===== config.mk =====
export PLATFORM = sky130hd
export DESIGN_NAME = ahoc_front
export DESIGN_NICKNAME = d
export VERILOG_FILES = /design/src/rtl/core/ahoc_pkg.sv /design/src/rtl/core/ahoc_front.sv
export SDC_FILE = /design/constraint.sdc
export NUM_CORES = 1
export LEC_CHECK = 0
export BUFFER_PORTS_ARGS = -buffer_cell sky130_fd_sc_hd__buf_2
export CAP_MARGIN = 40
export CORE_ASPECT_RATIO = 2
export CORE_MARGIN = 2
export CORE_UTILIZATION = 40
export DETAILED_ROUTE_END_ITERATION = 10
export PLACE_DENSITY = 0.66
export SYNTH_ARGS = -nofsm -noshare
export SYNTH_HDL_FRONTEND = slang
export SYNTH_SLANG_ARGS = --single-unit

===== constraint.sdc =====
create_clock -name clk -period 1.87 [get_ports clk]
set_clock_uncertainty 0.05 [all_clocks]
set_input_delay 0.0935 -clock clk [delete_from_list [all_inputs] [get_ports clk]]
set_output_delay 0.0935 -clock clk [all_outputs]
set_load 0.05 [all_outputs]

===== src/rtl/core/ahoc_pkg.sv =====
// Shared types and codes of the multi-pattern string matcher.
// Used by the front end, the back end and the top level; depends on nothing.
`timescale 1ns / 1ps
package ahoc_pkg;

  // Opcodes carried on the input tuser.
  localparam logic [1:0] OP_CLEAR   = 2'd0;
  localparam logic [1:0] OP_PATTERN = 2'd1;
  localparam logic [1:0] OP_BUILD   = 2'd2;
  localparam logic [1:0] OP_TEXT    = 2'd3;

  // Result kinds carried on the output tuser.
  localparam logic [1:0] KIND_BUILD = 2'd0;
  localparam logic [1:0] KIND_MATCH = 2'd1;
  localparam logic [1:0] KIND_BAD   = 2'd2;

  localparam logic [7:0] LETTER_BASE = 8'd97;
  localparam logic [7:0] SPACE_BYTE  = 8'd32;
  localparam int         MAX_RESULTS = 16;

  // One classified command handed from the front end to the back end.
  typedef struct packed {
    logic [1:0] op;
    logic [7:0] letter;     // byte minus the letter base
    logic       is_letter;
    logic       is_space;
    logic       end_mark;
  } cmd_t;

endpackage


===== src/rtl/core/ahoc_front.sv =====
// Front end: takes input transactions, classifies the byte and queues commands.
// Depends on ahoc_pkg.
`timescale 1ns / 1ps
module ahoc_front #(
  parameter int ALPHABET = 26
) (
  input  logic          clk,
  input  logic          rst,
  input  logic          s_tvalid,
  output logic          s_tready,
  input  logic [7:0]    s_tdata,   // char_byte
  input  logic [1:0]    s_tuser,   // opcode
  input  logic          s_tlast,   // pattern_end
  input  logic          hold,
  output logic          cmd_valid,
  input  logic          cmd_ready,
  output ahoc_pkg::cmd_t cmd
);
  import ahoc_pkg::*;

  localparam int QDEPTH = 4;
  localparam int QAW    = $clog2(QDEPTH);

  cmd_t             q [QDEPTH];
  logic [QAW-1:0]   wp;
  logic [QAW-1:0]   rp;
  logic [QAW:0]     cnt;
  cmd_t             incoming;
  logic             push;
  logic             pop;

  // Classify the byte once, on the way in.
  always_comb begin
    incoming.op        = s_tuser;
    incoming.letter    = s_tdata - LETTER_BASE;
    incoming.is_letter = (s_tdata >= LETTER_BASE) && (incoming.letter < 8'(ALPHABET));
    incoming.is_space  = (s_tdata == SPACE_BYTE);
    incoming.end_mark  = s_tlast;
  end

  assign s_tready  = (cnt < (QAW+1)'(QDEPTH)) && !hold;
  assign push      = s_tvalid && s_tready;
  assign cmd_valid = (cnt != '0);
  assign pop       = cmd_valid && cmd_ready;
  assign cmd       = q[rp];

  // Command queue between the two halves.
  always_ff @(posedge clk) begin
    if (rst) begin
      wp  <= '0;
      rp  <= '0;
      cnt <= '0;
    end else begin
      if (push) begin
        q[wp] <= incoming;
        wp    <= wp + 1'b1;
      end
      if (pop) begin
        rp <= rp + 1'b1;
      end
      cnt <= cnt + (QAW+1)'(push) - (QAW+1)'(pop);
    end
  end

endmodule


# Yosys cells after proc, flatten, opt, wreduce, memory -nomap -nowiden

Memory sizes are Yosys's and may differ from the RTL's. A register that Yosys moved wholly into a read port is not among the register bits.
Index checks and enable logic that the tools add are counted.
Widths: inputs -> output; s select.

Output and inout bits: 15
Word-level logic and storage cells: 24
RAM bits: 52
Input port bits: 16
Memories: 1
Register bits: 7

$add $sub $neg: 5
Equal/unequal tests: 1
Multiplexer cells: 5
$lt $le $gt $ge: 3
Reduce and logical (&&, ||, !) cells: 6

Memory list:

| memory | words | bits a word | read ports | clocked after Yosys merged registers in | wr ports | RTL line         | text |
|---|---|---|---|---|---|---|---|
| q      | 4     | 13          | 1          | 1                                       | 1        | ahoc_front.sv:24 | `cmd_t q [QDEPTH];` |

Operator list:

| kind                | count |
|---|---|
| $eq 8x6->1 const B  | 1 |
| $ge 8x7->1 const B  | 1 |
| $lt 8x5->1 const B  | 1 |
| $sub 8x7->8 const B | 1 |
| $add 2x1->2 const B | 2 |
| $logic_and 1x1->1   | 4 |
| $mux 2              | 2 |
| $add 3x1->3         | 1 |
| $lt 3x3->1 const B  | 1 |
| $mux 1              | 3 |
| $reduce_bool 3->1   | 1 |
| $sub 3x1->3         | 1 |
| $logic_not 1->1     | 1 |

# Longest topological paths before layout

Word-level depth: 6
Mapped depth: 9
Depth with buffers taken out: 9

# Worst setup path before layout

Ideal clock, no wire load.

Path kind: register -> register
Start: register cnt[2]
End: register cnt[2]
Period minus slack after synthesis: 2,699 ps
Cell stages (with the launch flop): 10
Data required time: 1,694 ps
Arrival time: 2,523 ps
Buffers on the path: 0
Path slack: -829 ps
Cells stage by stage: dfxtp_1 > nor2_1 > nand2_1 > ha_1 > inv_1 > ha_1 > fa_1 > xnor2_1 > xnor2_1 > nor2_1

Cells in the longest elaborated chain, start to end: 5

RTL lines:

| what                     | RTL line         | text |
|---|---|---|
| start: declaration       | ahoc_front.sv:27 | `logic [QAW:0] cnt;` |
| start signal: assignment | ahoc_front.sv:61 | `cnt <= cnt + (QAW+1)'(push) - (QAW+1)'(pop);` |
| $lt 3x3->1               | ahoc_front.sv:41 | `assign s_tready = (cnt < (QAW+1)'(QDEPTH)) && !hold;` |
| $logic_and 1x1->1        | ahoc_front.sv:41 |  |
| net s_tready             | ahoc_front.sv:10 | `output logic s_tready,` |
| $logic_and 1x1->1        | ahoc_front.sv:42 | `assign push = s_tvalid && s_tready;` |
| $add 3x1->3              | ahoc_front.sv:61 |  |
| $sub 3x1->3              | ahoc_front.sv:61 |  |

The timed path passes the listed nets, and every way through them passes these cells.
A chain may end at the register's enable or synchronous reset.

# Final worst setup path

Start: register cnt[1]
End: register cnt[2]

RTL lines:

| what              | RTL line         | text |
|---|---|---|
| $reduce_bool 3->1 | ahoc_front.sv:43 | `assign cmd_valid = (cnt != '0);` |
| $logic_and 1x1->1 | ahoc_front.sv:44 | `assign pop = cmd_valid && cmd_ready;` |
| net pop           | ahoc_front.sv:30 | `logic pop;` |
| $sub 3x1->3       | ahoc_front.sv:61 |  |

The timed path passes the listed nets, and every way through them passes these cells.

==> flow_summary.yaml <==
setup_path:
  critPathLaunch: "cnt[1]$_SDFF_PP0_"
  startpoint_type: "flop"
  required_ns: 2.04
  crit_path_max_fanout: 2
  crit_type: "flop to flop"
  arrival_ns: 2.09
  critPathCaptureType: "flop"
  r2r_start: "cnt[1]$_SDFF_PP0_"
  worst_r2r_path_depth: 8
synth:
  synth_cells: 157
  yosys.cell_count.top_type: "edfxtp_1"
  synth_top_family_by_area: "multiplexers"
  synth.area.top_cells: "edfxtp_1 60%, mux4_2 11%, dfxtp_1 7.0%"
  yosys.area.top_type: "edfxtp_1"
  ys_seq_area_frac: 0.673
  yosysUniqueCellTypes: 34
  synth_simple_gate_area_share: 0.0789
  yosysTopAreaCellShare: 0.604
  synthAdderAreaFrac: 0.0464
  synth-edff-count: 52
  syn_area_mm2: 0.00259
  synth_xor_xnor_area_share: 0.0339
  synth-async-reset-ratio: 0
  syn-num-nets: 182
  synthMuxAreaShare: 0.113
  ys_ff_latch: 61
  synth_compound_area_frac: 0.0305
  synth.avg_cell_area_um2: 16.5
  ys_warn_count: 0
  synthTopCellsByCount: "52 x edfxtp_1, 13 x mux4_2, 11 x nor2_1"
  synth_ff_type: "edfxtp_1"
global_route:
  gr-total-overflow: 0
  antenna_found_initial: 0
  grt_pass1_vias: 1536
  grt_max_degree: 14
  grtUsageTotal: 0.145
  grt_pass1_wl_mm: 7.22
die:
  row_count: 41
  fp.dieH_um: 118
  dieWidth_um: 60.9
  coreArea_mm2: 0.00626
  initial_core_util: 0.413
  io_pins: 31
  die_area_mm2: 0.00716
timing:
  finalCritPeriodShare: 1.03
  grt_setup_unrepaired: "yes"
  fin_crit_ns: 1.92
  relSlewSlack: 0.752
  setup_ws_ns: -0.0489
  slew_violations: 0
  timing.hold.ws_ns: 0.0181
  max_freq_mhz: 521
  setup_viol: 1
  tightest_slew_ns: 0.371
  finalHoldViolCount: 0
worst_hold_path:
  min_from: "s_tvalid"
  hp-class: "input port to flop"
  hold_depth: 3
layout:
  antennaDiodeCount: 0
  area_growth_pct: 32.5
  final_core_util: 0.547
  drive_above_1_share: 0.412
  fin_nets: 246
route:
  routed_wl_mm: 4.55
  ant_nets: 0
  vias: 1504
  avgViaCountPerCell: 4.82
  drc: 0
  wl_per_cell_um: 14.6
  dr.pass1.iters: 4
  drt_iter0_drc: 18
outcome:
  violations: "setup timing"
  status: "complete, but fails checks"
clock_tree:
  cts_buffer_depth: 2
  cts_tree: "done"
  clk_latency_ns: 0.32
  cts-root-buf: "clkbuf_16"
  cts.clk_slew.worst_paths_ns: 0.05
  cts.sinks: 61
  h-tree-depth: 3
  cts_buffers: 9
power:
  total_power_mw: 4.66
  power_leakage_nw: 1.27
  vdd_drop_max_mv: 0.855
  pwr_density_cell_mw_per_mm2: 1360
placed_design:
  portBuffers: 30
  dp_hpwl_mm: 3.30
  dp_slack_ns: -0.112
  gp_congestion: 0.702
flow_run:
  cap_violations: 0
[power by group]
group	switching (mW)	internal [mW]
Clock	0.532	1.15
Combinational	0.820	0.547
Sequential	0.0383	1.57
[sequential cells by signal, summed over array words and instances (netlist names), named ones only]
name and cells:
rp 2, cnt 3, q 52, wp 2
[critical path: stages, from the launching register on]
cell and delay [ns]:
dfxtp_2 0.31, o31a_1 0.33, ha_4 0.28, inv_2 0.03
ha_4 0.14, fa_2 0.34, xnor2_2 0.14, xnor2_1 0.13
nor2_1 0.05
[final timing paths]
| kind | to | slack [ns] |
|---|---|---|
| setup / recovery | cnt[2]$_SDFF_PP0_ | -0.05 |
| hold / removal | wp[1]$_SDFFE_PP0N_ | 0.02 |
| setup reg to reg | cnt[2]$_SDFF_PP0_ | -0.05 |
| hold reg to reg | wp[1]$_SDFFE_PP0N_ | 0.45 |
[cell usage in the layout, fill, tap and decap left out, types with 2 or more instances in the layout]
| cell | netlist | final |
|---|---|---|
| nand2_1 | 10 | 9 |
| buf_12 | 0 | 2 |
| inv_1 | 8 | 7 |
| edfxtp_1 | 52 | 52 |
| a21oi_1 | 3 | 3 |
| ha_1 | 8 | 6 |
| nand3_1 | 2 | 2 |
| and2_1 | 4 | 4 |
| ha_4 | 0 | 2 |
| nor4_1 | 2 | 2 |
| clkbuf_16 | 0 | 9 |
| nor3_1 | 2 | 2 |
| xor2_1 | 5 | 5 |
| dfxtp_1 | 9 | 7 |
| buf_4 | 1 | 21 |
| dlygate4sd3_1 | 0 | 5 |
| buf_2 | 1 | 30 |
| clkinv_2 | 0 | 2 |
| xnor2_1 | 5 | 4 |
| clkinv_1 | 0 | 2 |
| dfxtp_2 | 0 | 2 |
| nand2b_1 | 2 | 2 |
| bufinv_16 | 0 | 2 |
| nor2b_1 | 2 | 2 |
| mux4_2 | 13 | 13 |
| nor2_1 | 11 | 10 |
[per-stage QoR]
stage | std cells | cell area, um^2 | TNS [ns]
after global routing | 312 | 3430 | -0.155
final | 312 | 3430 | -0.0489
after detailed placement | 291 | 3070 | -0.317
after floorplan | 157 | 2640 | -0.311
after CTS | 312 | 3420 | -0.0528
after global placement | 291 | 3070 | -0.100
[layout make-up]
| type | count | area (um^2) |
|---|---|---|
| Clock buffer | 10 | 229 |
| Clock inverter | 6 | 77.6 |
| Fill cell | 559 | 2830 |
| Inverter | 8 | 30.0 |
| Multi-Input combinational cell | 83 | 840 |
| Sequential cell | 61 | 1740 |
| Tap cell | 86 | 108 |
| Timing Repair Buffer | 58 | 398 |
[routing by layer]
metal  up-vias  share of wire  global-route usage
met2        30           0.56               0.241
li1        725              -                   -
met5         -              0                   0
met4         0          0.030              0.0856
met1       740           0.37               0.157
met3         9          0.039              0.0363
[cell families (layout without fill, tap and decap cells)]
family                   Yosys count  after routing
multiplexers                      13             13
buffers and inverters             13             82
adder cells (fa/ha/maj)            9              9
AND/OR/NAND/NOR                   40             40
flip-flops                        61             61
AO/OA/AOI/OAI                     11             11
XOR/XNOR                          10             10
[what timing repair did]
action | 4_1_cts | 5_1_grt
endpoints found under the hold margin | 13 | 0
buffers inserted | 0 | 0
cloned | 0 | 0
pin swaps | 5 | 0
hold buffers | 5 | 0
resized for setup | 0 | 1
endpoints found under the setup margin | 2 | 2
Power figures use the tool's default switching activity.
